`src/hw/rtl/peh_pkg.sv`:
```
// -----------------------------------------------------------------------------
// Event histogrammer package
// Shared constants, command and result types, and the counter update helper.
// -----------------------------------------------------------------------------
`default_nettype none

package peh_pkg;

    // Store geometry.
    localparam int ENERGY_BINS = 1024;
    localparam int MASS_BINS   = 512;
    localparam int Z_BINS      = 128;
    localparam int EA_W        = $clog2(ENERGY_BINS);
    localparam int MA_W        = $clog2(MASS_BINS);
    localparam int ZA_W        = $clog2(Z_BINS);
    localparam int NA_W        = MA_W + ZA_W;

    // Field widths.
    localparam int CNT_W    = 32;
    localparam int ENERGY_W = 40;
    localparam int CW_W     = 32;
    localparam int NCH_W    = 11;

    localparam logic [CNT_W-1:0] CNT_MAX        = '1;
    localparam logic [CW_W-1:0]  WIDTH_RESET    = 32'd5000000;
    localparam logic [NCH_W-1:0] CHANNELS_RESET = 11'd50;

    // Configuration register indexes.
    localparam logic [1:0] CFG_CHANNEL_WIDTH = 2'd0;
    localparam logic [1:0] CFG_NUM_CHANNELS  = 2'd1;

    typedef enum logic [1:0] {
        FN_RECORD = 2'd0,
        FN_READ   = 2'd1,
        FN_CLEAR  = 2'd2,
        FN_NOP    = 2'd3
    } t_func;

    typedef enum logic [1:0] {
        SEL_ENERGY  = 2'd0,
        SEL_MASS    = 2'd1,
        SEL_NUCLIDE = 2'd2,
        SEL_NONE    = 2'd3
    } t_sel;

    typedef enum logic [2:0] {
        ST_IDLE,
        ST_DIV,
        ST_READ,
        ST_UPDATE,
        ST_CLEAR
    } t_state;

    typedef struct packed {
        t_func                func;
        t_sel                 sel;
        logic [ENERGY_W-1:0]  energy;
        logic [MA_W-1:0]      mass;
        logic [ZA_W-1:0]      z;
        logic [EA_W-1:0]      bin;
    } t_cmd;

    typedef struct packed {
        logic [CNT_W-1:0] count;
        logic [EA_W-1:0]  chan;
    } t_result;

    // Saturating increment of one count.
    function automatic logic [CNT_W-1:0] bump(input logic [CNT_W-1:0] cnt);
        return (cnt == CNT_MAX) ? cnt : cnt + 1'b1;
    endfunction

endpackage

`default_nettype wire

```
`src/hw/rtl/peh_front.sv`:
```
// -----------------------------------------------------------------------------
// Event histogrammer front end
// Accepts transactions, classifies them and holds them in a two-entry queue.
// -----------------------------------------------------------------------------
`default_nettype none

module peh_front (
    input  wire logic            i_clk,
    input  wire logic            i_rst_n,
    input  wire logic            push,
    output logic                 full,
    input  wire logic [1:0]      i_func,
    input  wire logic [1:0]      i_table_select,
    input  wire logic [39:0]     i_energy_ev,
    input  wire logic [8:0]      i_mass_number,
    input  wire logic [6:0]      i_atomic_number,
    input  wire logic [9:0]      i_bin_index,
    output logic                 o_cmd_valid,
    output peh_pkg::t_cmd        o_cmd,
    input  wire logic            i_cmd_take
);
    import peh_pkg::*;

    t_cmd       r_q [2];
    logic       r_wp, r_rp;
    logic [1:0] r_cnt;
    t_cmd       w_cmd;
    logic       w_wr, w_rd;

    // Classify the incoming transaction.
    always_comb begin
        w_cmd.func   = t_func'(i_func);
        w_cmd.sel    = t_sel'(i_table_select);
        w_cmd.energy = i_energy_ev;
        w_cmd.mass   = i_mass_number;
        w_cmd.z      = i_atomic_number;
        w_cmd.bin    = i_bin_index;
    end

    assign full        = (r_cnt == 2'd2);
    assign o_cmd_valid = (r_cnt != 2'd0);
    assign o_cmd       = r_q[r_rp];
    assign w_wr        = push && !full;
    assign w_rd        = i_cmd_take && o_cmd_valid;

    // Queue storage.
    always_ff @(posedge i_clk) begin
        if (w_wr) begin
            r_q[r_wp] <= w_cmd;
        end
    end

    // Queue pointers and fill level.
    always_ff @(posedge i_clk) begin
        if (!i_rst_n) begin
            r_wp  <= 1'b0;
            r_rp  <= 1'b0;
            r_cnt <= 2'd0;
        end else begin
            if (w_wr) begin
                r_wp <= ~r_wp;
            end
            if (w_rd) begin
                r_rp <= ~r_rp;
            end
            r_cnt <= r_cnt + {1'b0, w_wr} - {1'b0, w_rd};
        end
    end

endmodule

`default_nettype wire

```
`config.mk`:
```
export PLATFORM = sky130hd
export DESIGN_NAME = peh_front
export DESIGN_NICKNAME = d
export VERILOG_FILES = /design/src/hw/rtl/peh_pkg.sv /design/src/hw/rtl/peh_front.sv
export SDC_FILE = /design/constraint.sdc
export NUM_CORES = 1
export LEC_CHECK = 0
export BUFFER_PORTS_ARGS = -buffer_cell sky130_fd_sc_hd__buf_2
export CORE_AREA = 2 2 74 147
export DETAILED_ROUTE_END_ITERATION = 8
export DIE_AREA = 0 0 76 149
export PLACE_DENSITY_LB_ADDON = 0.2
export RECOVER_POWER = 50
export SYNTH_ARGS = -nofsm -noshare
export SYNTH_HDL_FRONTEND = slang
export SYNTH_SLANG_ARGS = --single-unit
export TNS_END_PERCENT = 1
```
`constraint.sdc`:
```
create_clock -name i_clk -period 10.27 [get_ports i_clk]
set_input_delay 1.5405 -clock i_clk [delete_from_list [all_inputs] [get_ports i_clk]]
set_output_delay 1.5405 -clock i_clk [all_outputs]
set_load 0.05 [all_outputs]
```
======== Word level (Yosys, flattened, before mapping) ========
Memories as Yosys holds them, arrays and structs flattened. A register that Yosys moved wholly into a read port is not among the register bits.
Cells that the tools add are included.
Widths: inputs -> output; s select.
storage, ports and cells
  register bits after elaboration ......... 4
  memory bits (writable) .................. 140
  input port bits ......................... 74
  word-level logic and storage cells ...... 17
  memories ................................ 1
memory list
  memory  depth  bits a word  read ports  clocked after Yosys merged registers in  wr ports  line             RTL
  r_q     2      70           1           1                                        1         peh_front.sv:24  t_cmd r_q [2];
cells by class
  add/sub/neg operators ................... 2
  equal/unequal tests ..................... 1
  muxes and demuxes ....................... 4
  bitwise operators ....................... 2
  reductions and logical operators ........ 4
operators by type and width
  kind                count
  $mux 1              4
  $add 2x1->2         1
  $eq 2x2->1 const B  1
  $logic_and 1x1->1   2
  $not 1->1           2
  $reduce_bool 2->1   1
  $sub 2x1->2         1
  $logic_not 1->1     1

======== Logic depth before layout (Yosys ltp) ========
  word-level depth ........................ 5
  depth in mapped cells ................... 8
  depth with buffers taken out ............ 8

======== Worst setup path after synthesis ========
No wires, ideal clock.
  path type ............................... input port to flip-flop
  start ................................... in push
  end ..................................... mem r_q[0][0] in the netlist's numbering (enable)
  arrival time ............................ 4.558 ns
  required time ........................... 9.772 ns
  path slack .............................. 5.214 ns
  stages .................................. 2
  buffers on the path ..................... 0
  cells stage by stage .................... nand2_1 -> nor2_1
on the way
  word-level cells in the longest chain between the ends .. 3
RTL lines
  item                          line             RTL
  from (decl)                   peh_front.sv:10  input wire logic push,
  $logic_and 1x1->1             peh_front.sv:43  assign w_wr = push && !full;
  $mux 1                        peh_front.sv:48  if (w_wr) begin
  $mux 1 (not written as such)  peh_front.sv:49  r_q[r_wp] <= w_cmd;
  to (decl)                     peh_front.sv:24
No other way between the ends.

======== Final worst setup path ========
  start ................................... in push
  end ..................................... mem r_q[1][27] in the netlist's numbering (enable)
Same word-level chain as after synthesis.

==> impl_metrics.json <==
{
  "fin_nets": 478,
  "crit_type": "in2reg",
  "drt-vias-per-instance": 4.969,
  "setup_viol": 0,
  "synth_compound_area_share_pct": 0.1331,
  "regArea_um2": 4308,
  "drive_gt1_share_pct": 49.28,
  "antenna_cells": 0,
  "fmax_ghz": 0.2453,
  "ioPinCount": 146,
  "powerDensity_nw_per_um2": 297.1,
  "synth_area_leader_cell": "edfxtp_1",
  "cp-start-kind": "input port",
  "whs_ps": 508.6,
  "rsz0062_at_grt": "false",
  "crit_family": "simple AND/OR/NAND/NOR gates",
  "cp_max_fo": 70,
  "grt_max_degree": 71,
  "comb_power_share_pct": 33.3,
  "antenna_found_initial": 0,
  "synth.area.top_cells": "edfxtp_1 75%, mux2_4 19%, buf_12 2.5%",
  "synthToLayoutAreaGrowth_pct": 22.91,
  "fp.dieW_um": 76,
  "grt_overflow_total": 0,
  "switching_share_pct": 34.64,
  "drc": 0,
  "cp_num_cells": 2,
  "total_power_mw": 2.059,
  "crit_start": "push",
  "initial_core_util_pct": 54.88,
  "ir_worst_vdd_mv": 0.2997,
  "fin_setup_tns_ps": 0,
  "root_buffer": "clkbuf_16",
  "max_slew_margin_pct": -116.3,
  "synth_xor_area_share_pct": 0.4658,
  "synth_top_family_by_area": "multiplexers",
  "seq_area_frac_synth_pct": 76.31,
  "synthSimpleGateAreaFrac_pct": 0.9539,
  "r2r_end": "r_q[1][27]",
  "routed_wire_length_per_instance_um": 16.79,
  "cts_setup_buffers": 0,
  "crit_chain": "buf_2 > and3_1",
  "p_seq_share_pct": 37.9,
  "power_switching_mw": 0.7134,
  "grt_usage_pct": 16.98,
  "hp-class": "reg2reg",
  "drt-total-wl_mm": 9.252,
  "p_leak_nw": 2.679,
  "path_clk_slew_ps": 50,
  "coreArea_um2": 10280,
  "cp.required_ps": 10210,
  "yosys.area_share.adder_pct": 0.4437,
  "cp.arrival_ps": 4020,
  "clockBufferDepth": 2,
  "outcome": "finished, violations left",
  "hold_viol_final": 0,
  "cts_tree": "built",
  "critPathBufInv": 1,
  "holdBufCountCts": 0,
  "cts_sinks": 145,
  "final_antenna_net_count": 0,
  "die_h_um": 149,
  "syn_avg_cell_area_um2": 23.12,
  "synth_nets": 320,
  "ctsResizeCount": 0,
  "yosysUniqueCellTypes": 17,
  "drtPass1Iterations": 4,
  "globalplace.congestion": 0.7170,
  "dp_hpwl_mm": 6.010,
  "endpoint_kind": "register",
  "slowest_delay_ps": 2360,
  "ys_ff_latch": 145,
  "worst_pin_slew_ps": 3244,
  "drt_iter0_drc": 130,
  "slew_viol_final": 71,
  "max_cap_viol_count": 1,
  "multi_input_area_um2": 1181,
  "pwr-share-clk_pct": 28.8,
  "fin_crit_sh_pct": 39.70,
  "failed_checks": "max-capacitance violations, max-slew violations",
  "final.min_clock_period_ps": 4077,
  "htree_num_levels": 4,
  "cp_slowest_cell": "and3_1",
  "yosys_warnings": 0,
  "vias": 2738,
  "endpoint": "r_q[1][27]",
  "syn_inst": 244,
  "cts-buffers-inserted": 17,
  "grt_pass1_wl_mm": 14.29,
  "intPower_mw": 1.346,
  "fill_cells": 721,
  "dieArea_um2": 11320,
  "synthMuxAreaShare_pct": 18.81,
  "synth_top_area_share_pct": 74.53,
  "portBuffers": 145,
  "regToRegSetupSlack_ps": 6840,
  "synthesis.area_um2": 5640,
  "clock_latency_ps": 400,
  "r2r_start": "r_cnt[0]",
  "hold_depth": 2,
  "grt_pass1_vias": 2857,
  "r2r_cells": 2,
  "skew_ps": 8.566,
  "core.rowCount": 53
}
power groups by stage:
stage               clock network, mW  registers [mW]  logic [mW]
floorplan                           0           0.778       0.612
global placement                    0           0.784       0.687
detailed placement                  0           0.790       0.695
CTS                             0.603           0.779       0.697
global route                    0.632           0.788       0.720
finish                          0.593           0.780       0.686
final cells by class:
cell class	count	share of cell area (%)
multi-input combinational	88	17.04
timing repair buffer	147	9.908
tap	137	2.472
inverter	3	0.1624
clock buffer	18	6.190
sequential	145	62.14
clock inverter	13	2.093
cell usage after synthesis:
cell type / n
o21a_1: 1
xnor2_1: 2
mux2_4: 70
inv_1: 3
nor2_1: 4
dfxtp_1: 5
edfxtp_1: 140
nand2b_1: 2
buf_12: 7
and2_1: 1
and3_1: 1
ha_1: 2
xor2_1: 1
nand2_1: 2
or2_2: 1
mux2i_1: 1
buf_6: 1
registers in the layout (all words and copies together) (netlist names), named ones only:
name and cells:
r_cnt 2, r_q 140, r_rp 1, r_wp 1
per-layer routing:
metal | track usage, % | wire length (um) | share of wire, % | up-vias
li1 | - | - | - | 1272
met1 | 20.41 | 3769 | 41 | 1345
met2 | 27.68 | 4808 | 52 | 116
met3 | 6.416 | 602 | 6.5 | 5
met4 | 7.091 | 70 | 0.76 | 0
met5 | 0 | 0 | 0 | -
through the flow:
stage | std cells | worst slack [ps] | cell area [um2] | utilization (%)
after detailed placement | 520 | 6691 | 6417 | 62.43
after CTS | 551 | 6304 | 6992 | 68.02
after floorplan | 244 | 5214 | 5640 | -
after global placement | 520 | 6750 | 6417 | 62.43
after global routing | 551 | 5919 | 6933 | 67.45
final | 551 | 6193 | 6933 | 67.45
worst min-delay path by stage:
stage / startpoint / end / slack, ps
after detailed placement: r_rp / register / 500
after floorplan: r_wp / r_wp / 450
after global placement: r_rp / r_rp / 490
final: r_rp / register / 510
after CTS: r_rp / register / 520
after global routing: r_rp / register / 560
layout by cell type, fill, tap and decap left out, types with 2 or more instances in the layout:
cell type and instances:
nor2_1 3, inv_1 3, buf_2 102, xnor2_1 2, bufinv_16 3, clkinvlp_4 2
edfxtp_1 140, ha_1 2, clkinv_2 4, clkbuf_1 44, buf_4 2, mux2_4 70
dfxtp_1 4, clkinv_1 3, clkbuf_16 17, nand2_1 2, nand2b_1 2
cells by family after synthesis:
| kind of cell | after synthesis |
|---|---|
| AOI/OAI and AO/OA | 1 |
| adders and majority gates | 2 |
| and+or+nand+nor | 11 |
| buffers and inverters | 11 |
| DFF | 145 |
| xor gates and xnor gates | 3 |
| muxes | 71 |
No activity file was read; power rests on OpenSTA's default activity.
