--- config.mk ---
export PLATFORM = sky130hd
export DESIGN_NAME = peh_div
export DESIGN_NICKNAME = d
export VERILOG_FILES = /design/src/hw/rtl/peh_pkg.sv /design/src/hw/rtl/peh_div.sv
export SDC_FILE = /design/constraint.sdc
export NUM_CORES = 1
export LEC_CHECK = 0
export ABC_CLOCK_PERIOD_IN_PS = 3000
export BUFFER_PORTS_ARGS = -buffer_cell sky130_fd_sc_hd__buf_4
export CAP_MARGIN = 30
export CELL_PAD_IN_SITES_DETAIL_PLACEMENT = 1
export CELL_PAD_IN_SITES_GLOBAL_PLACEMENT = 2
export CORE_ASPECT_RATIO = 0.6
export CORE_MARGIN = 2
export CORE_UTILIZATION = 32
export DETAILED_ROUTE_END_ITERATION = 6
export PLACE_DENSITY_LB_ADDON = 0.1
export SLEW_MARGIN = 5
export SYNTH_ARGS = -nofsm -noshare
export SYNTH_HDL_FRONTEND = slang
export SYNTH_SLANG_ARGS = --single-unit
--- constraint.sdc ---
create_clock -name i_clk -period 3 [get_ports i_clk]
set_input_delay 0.45 -clock i_clk [delete_from_list [all_inputs] [get_ports i_clk]]
set_output_delay 0.45 -clock i_clk [all_outputs]
set_load 0.005 [all_outputs]
--- src/hw/rtl/peh_pkg.sv ---
// -----------------------------------------------------------------------------
// Event histogrammer package
// Shared constants, command and result types, and the counter update helper.
// -----------------------------------------------------------------------------
`default_nettype none

package peh_pkg;

    // Store geometry.
    localparam int ENERGY_BINS = 1024;
    localparam int MASS_BINS   = 512;
    localparam int Z_BINS      = 128;
    localparam int EA_W        = $clog2(ENERGY_BINS);
    localparam int MA_W        = $clog2(MASS_BINS);
    localparam int ZA_W        = $clog2(Z_BINS);
    localparam int NA_W        = MA_W + ZA_W;

    // Field widths.
    localparam int CNT_W    = 32;
    localparam int ENERGY_W = 40;
    localparam int CW_W     = 32;
    localparam int NCH_W    = 11;

    localparam logic [CNT_W-1:0] CNT_MAX        = '1;
    localparam logic [CW_W-1:0]  WIDTH_RESET    = 32'd5000000;
    localparam logic [NCH_W-1:0] CHANNELS_RESET = 11'd50;

    // Configuration register indexes.
    localparam logic [1:0] CFG_CHANNEL_WIDTH = 2'd0;
    localparam logic [1:0] CFG_NUM_CHANNELS  = 2'd1;

    typedef enum logic [1:0] {
        FN_RECORD = 2'd0,
        FN_READ   = 2'd1,
        FN_CLEAR  = 2'd2,
        FN_NOP    = 2'd3
    } t_func;

    typedef enum logic [1:0] {
        SEL_ENERGY  = 2'd0,
        SEL_MASS    = 2'd1,
        SEL_NUCLIDE = 2'd2,
        SEL_NONE    = 2'd3
    } t_sel;

    typedef enum logic [2:0] {
        ST_IDLE,
        ST_DIV,
        ST_READ,
        ST_UPDATE,
        ST_CLEAR
    } t_state;

    typedef struct packed {
        t_func                func;
        t_sel                 sel;
        logic [ENERGY_W-1:0]  energy;
        logic [MA_W-1:0]      mass;
        logic [ZA_W-1:0]      z;
        logic [EA_W-1:0]      bin;
    } t_cmd;

    typedef struct packed {
        logic [CNT_W-1:0] count;
        logic [EA_W-1:0]  chan;
    } t_result;

    // Saturating increment of one count.
    function automatic logic [CNT_W-1:0] bump(input logic [CNT_W-1:0] cnt);
        return (cnt == CNT_MAX) ? cnt : cnt + 1'b1;
    endfunction

endpackage

`default_nettype wire

--- src/hw/rtl/peh_div.sv ---
// -----------------------------------------------------------------------------
// Event histogrammer divider
// Restoring divider, one quotient bit per cycle; a zero divisor gives all ones.
// -----------------------------------------------------------------------------
`default_nettype none

module peh_div (
    input  wire logic                        i_clk,
    input  wire logic                        i_rst_n,
    input  wire logic                        i_start,
    input  wire logic [peh_pkg::ENERGY_W-1:0] i_dividend,
    input  wire logic [peh_pkg::CW_W-1:0]     i_divisor,
    output logic                             o_busy,
    output logic                             o_done,
    output logic [peh_pkg::ENERGY_W-1:0]      o_quotient
);
    import peh_pkg::*;

    localparam int STEP_W = $clog2(ENERGY_W);

    logic                r_busy, r_done;
    logic [STEP_W-1:0]   r_step;
    logic [CW_W:0]       r_rem;
    logic [ENERGY_W-1:0] r_quo;
    logic [CW_W-1:0]     r_div;
    logic [CW_W:0]       w_sh;
    logic [CW_W+1:0]     w_diff;
    logic                w_ok;

    // One trial subtraction.
    always_comb begin
        w_sh   = {r_rem[CW_W-1:0], r_quo[ENERGY_W-1]};
        w_diff = {1'b0, w_sh} - {2'b00, r_div};
        w_ok   = !w_diff[CW_W+1];
    end

    // Datapath.
    always_ff @(posedge i_clk) begin
        if (i_start) begin
            r_quo <= i_dividend;
            r_rem <= '0;
            r_div <= i_divisor;
        end else if (r_busy) begin
            r_rem <= w_ok ? w_diff[CW_W:0] : w_sh;
            r_quo <= {r_quo[ENERGY_W-2:0], w_ok};
        end
    end

    // Step control.
    always_ff @(posedge i_clk) begin
        if (!i_rst_n) begin
            r_busy <= 1'b0;
            r_done <= 1'b0;
            r_step <= '0;
        end else begin
            r_done <= 1'b0;
            if (i_start) begin
                r_busy <= 1'b1;
                r_step <= STEP_W'(ENERGY_W - 1);
            end else if (r_busy) begin
                r_step <= r_step - 1'b1;
                if (r_step == '0) begin
                    r_busy <= 1'b0;
                    r_done <= 1'b1;
                end
            end
        end
    end

    assign o_busy     = r_busy;
    assign o_done     = r_done;
    assign o_quotient = r_quo;

endmodule

`default_nettype wire

# After elaboration in Yosys (flattened, before gate mapping)
# Cells that the tools add are included.
totals:
  reg_bits: 112
  out_inout_bits: 42
  wordCells: 25
  in_bits: 75
op_classes:
  addsub: 2
  bitwise: 2
  muxes: 9
  reduce_logical: 5
ops:
  columns: ["cell", "count"]
  rows:
  - ["2-to-1 mux 40 bit", 2]
  - ["subtractor 33 x 32 -> 34 bit", 1]
  - ["2-to-1 mux 32 bit", 1]
  - ["2-to-1 mux 6 bit", 2]
  - ["zero test 6 bit", 1]
  - ["subtractor 6 x 1 -> 6 bit, second input constant", 1]
  - ["2-to-1 mux 1 bit", 4]
  - ["OR reduction 3 bit", 1]
  - ["NOT 1 bit", 2]
  - ["nonzero test 2 bit", 1]
  - ["OR reduction 2 bit", 1]
  - ["zero test 1 bit", 1]

# Longest topological paths before layout
logic_depth:
  ltp_word: 4
  depth_mapped: 15

# Worst setup path before layout
# Ideal clock, no wire load.
synth_path:
  path_type: "register -> register"
  from: "register r_div[24]"
  to: "register r_quo[0] (netlist: o_quotient[0]), data pin"
  setup_ns: 0.260
  arrival_time_ns: 2.761
  slack_ns: -0.021
  path_stages_with_launch: 14
  period_less_slack_ns: 3.021
  path_buffers: 3
  path_cell_list: "edfxtp_1 > inv_1 > ha_1 > a2111oi_2 > o21ai_1 > a221o_1 > a21o_1 > a31oi_4 > a211oi_2 > or2_1 > buf_6 > buf_8 > buf_6 > mux2_2"
synth_via:
  elab_chain_len: 4
synth_rtl:
  columns: ["element", "line_no", "source"]
  rows:
  - ["start, declared", "peh_div.sv:25", "logic [CW_W-1:0] r_div;"]
  - ["start signal, assigned", "peh_div.sv:42", "r_div <= i_divisor;"]
  - ["subtractor 33 x 32 -> 34 bit", "peh_div.sv:33", "w_diff = {1'b0, w_sh} - {2'b00, r_div};"]
  - ["zero test 1 bit", "peh_div.sv:34", "w_ok = !w_diff[CW_W+1];"]
  - ["2-to-1 mux 40 bit", "peh_div.sv:43", "end else if (r_busy) begin"]
  - ["2-to-1 mux 40 bit", "peh_div.sv:39", "if (i_start) begin"]
  - ["end signal, assigned", "peh_div.sv:40", "r_quo <= i_dividend;"]
  - ["end signal, assigned", "peh_div.sv:45", "r_quo <= {r_quo[ENERGY_W-2:0], w_ok};"]
  - ["end, declared", "peh_div.sv:24", "logic [ENERGY_W-1:0] r_quo;"]
# No other way between the ends. The select of a mux whose other input is x is not followed.
# A chain may end at the register's enable or synchronous reset.

# Final worst setup path
layout_path:
  from: "register r_div[24]"
  to: "register r_rem[30]"
layout_via:
  elab_chain_len: 2
layout_rtl:
  columns: ["element", "line_no", "source"]
  rows:
  - ["subtractor 33 x 32 -> 34 bit", "peh_div.sv:33", null]
  - ["2-to-1 mux 32 bit", "peh_div.sv:44", "r_rem <= w_ok ? w_diff[CW_W:0] : w_sh;"]
  - ["end signal, assigned", "peh_div.sv:44", null]
  - ["end, declared", "peh_div.sv:23", "logic [CW_W:0] r_rem;"]
# No other way between the ends.

==> results_dict.tcl <==
set metrics [dict create \
    floorplan.initialDensity_pct 32.58 \
    cts_htree_levels 3 \
    antenna_found_initial 0 \
    stdcell_area_um2 8010 \
    viasPerCell 4.898 \
    drcViolationCount 0 \
    io_pins 117 \
    p_per_area_nw_per_um2 496.1 \
    cts.clk_slew.worst_paths_ns 0.08 \
    dr.pass1.iters 4 \
    finalSetupTns_ns 0 \
    ir_drop_uv 286.8 \
    drt_iter0_drc 193 \
    drive_gt1_share_pct 35.38 \
    synth.distinct_cells 62 \
    grt_busiest_layer "met1" \
    skew_ns 0.007149 \
    synth-seq-area-share_pct 47.92 \
    p_total_mw 3.974 \
    clock_latency_ns 0.36 \
    worstSetupEndpointType "register" \
    tightest_slew_ns 0.7897 \
    rsz0062_at_grt "true" \
    cts_buffers 9 \
    coreArea_um2 18980 \
    max-slew-margin-rel_pct 47.16 \
    synthCells 567 \
    hold_viol 0 \
    grtUsageMet3_pct 3.991 \
    wl_mm 16.74 \
    fin_util_pct 42.20 \
    ys_seq_elements 112 \
    timing.final.max_slew_violations 0 \
    synth_flop_cell "edfxtp_1" \
    grt_pass1_wl_mm 26.92 \
    status "finished clean" \
    cts_tree "built" \
    syn-num-nets 677 \
    avgSynthCellArea_um2 10.91 \
    fin_crit_ns 2.900 \
    fp.dieW_um 183.5 \
    place_area_um2 7538 \
    rows 39 \
    synthArstFlopShare_pct 0 \
    grt_overflow 0 \
    io_buffers 116 \
    synth_area_leader_cell "edfxtp_1" \
    critPathMaxFanout 6 \
    routedWlPerCell_um 17.42 \
    cp.arrival_ns 3.21 \
    setup_ws_ns 0.09985 \
    gp_congestion 0.8518 \
    fin_crit_sh_pct 96.67 \
    required_ns 3.31 \
    n_antenna_cell 0 \
    final_common_cell "buf_4" \
    clock_tree.buffer_depth 2 \
    setup_viol 0 \
    vias 4707 \
    antenna_left 0 \
    synth_area_leaders "edfxtp_1 (35%), dfxtp_1 (13%), mux2_2 (7.3%)" \
    cap_violations 0 \
    gr-usage-met1_pct 26.43 \
    leakage_nw 3.305 \
    grt_pass1_vias 4836 \
    fp.dieArea_um2 20490 \
    critPathKind "register to register" \
    synth.top_cell.area_share_pct 34.97 \
    die_y_um 111.7 \
    grt_max_degree 100 \
    hold_class "primary input to register" \
    met2_usage_pct 22.89 \
    mappedNetlistArea_um2 6183 \
    most-common-layout-cells "buf_4 (149), edfxtp_1 (72), inv_1 (42)" \
    syn_to_final_growth_pct 29.54 \
    grtUsageTotal_pct 16.76 \
    crit_path_start_kind "register" \
    synth_edf_count 72 \
    cts.sinks 112 \
    finalNetCount 820 \
    hpwl_mm 12.29 \
    max_freq_ghz 0.3448 \
    synth_warnings 0 \
    cts_root_buf "clkbuf_16" \
    preCtsSetupSlack_ns -0.09419 \
]
==> final cells by class <==
| cell class | count | area (µm²) |
|---|---|---|
| multi-input combinational | 388 | 3077 |
| clock inverter | 7 | 47.55 |
| tap | 246 | 307.8 |
| clock buffer | 9 | 225.2 |
| fill | 2106 | 10970 |
| sequential | 112 | 2965 |
| timing repair buffer | 154 | 1219 |
| inverter | 45 | 168.9 |
==> layer usage <==
| layer | routed length, µm | vias up |
|---|---|---|
| li1 | - | 2356 |
| met1 | 9297 | 2282 |
| met4 | 145 | 0 |
| met3 | 549 | 12 |
| met2 | 6748 | 57 |
| met5 | 0 | - |
==> logic make-up after synthesis <==
logic type,share of synthesized area [%]
flip-flops,47.92
AO/OA/AOI/OAI,15.68
AND/OR/NAND/NOR,8.964
multiplexers,10.52
buffers and inverters,4.755
adder cells (fa/ha/maj),7.204
XOR/XNOR,4.958
==> report_power, final <==
| part | leakage (nW) | internal, mW | switching, mW | total (mW) |
|---|---|---|---|---|
| clock | 0.135 | 0.565 | 0.598 | 1.16 |
| combinational | 2.12 | 0.466 | 0.470 | 0.936 |
| sequential | 1.04 | 1.79 | 0.0855 | 1.87 |
==> through the flow <==
step           std cells  hold WS (ns)
2_1_floorplan        567        0.4526
6_report             961        0.2571
3_3_place_gp         942        0.4711
4_1_cts              958        0.2388
5_1_grt              961        0.2363
3_5_place_dp         942        0.4856
==> cell usage after synthesis, drive strengths merged, types with 5 or more instances <==
master   n
clkbuf  13
nand3    5
mux2i   20
a31oi    5
a21boi   6
a21oi   36
ha      34
buf      9
xor2    15
edfxtp  72
nor2b    5
nor2    37
xnor2   20
a211oi  23
a21o    12
dfxtp   40
mux2    40
nand2   41
nor3    11
inv     44
o21ai   20
==> timing repair <==
item                                   CTS  global route
gates cloned                             0             1
hold buffers                             0             0
setup endpoints to repair               25            27
gates resized for setup                  4            34
buffers inserted                         0             2
pin swaps                                0            20
endpoints found under the hold margin    0             0
==> registers in the layout (all words and copies together) (netlist names) <==
signal,flops
o_done,1
o_busy,1
r_step,6
r_div,32
r_rem,32
o_quotient,40
==> worst paths after layout <==
path	start	endpoint	slack, ns	depth (start not counted)
max reg2reg	r_div[24]$_DFFE_PP_	r_rem[30]$_SDFFE_PP0P_	0.1	12
min	i_divisor[12]	r_div[12]$_DFFE_PP_	0.26	1
min reg2reg	r_rem[31]$_SDFFE_PP0P_	r_rem[31]$_SDFFE_PP0P_	0.50	2
max	r_div[24]$_DFFE_PP_	r_rem[30]$_SDFFE_PP0P_	0.1	12
==> critical path: stages, from the launching register on <==
cell	delay, ns
edfxtp_1	0.38
inv_2	0.08
ha_4	0.20
a2111oi_4	0.28
o21ai_1	0.11
a221o_1	0.40
a21o_1	0.22
a31oi_4	0.18
a211oi_2	0.07
or2_4	0.33
buf_4	0.17
o31ai_1	0.28
a31o_2	0.15
No activity file was read; power rests on OpenSTA's default activity.
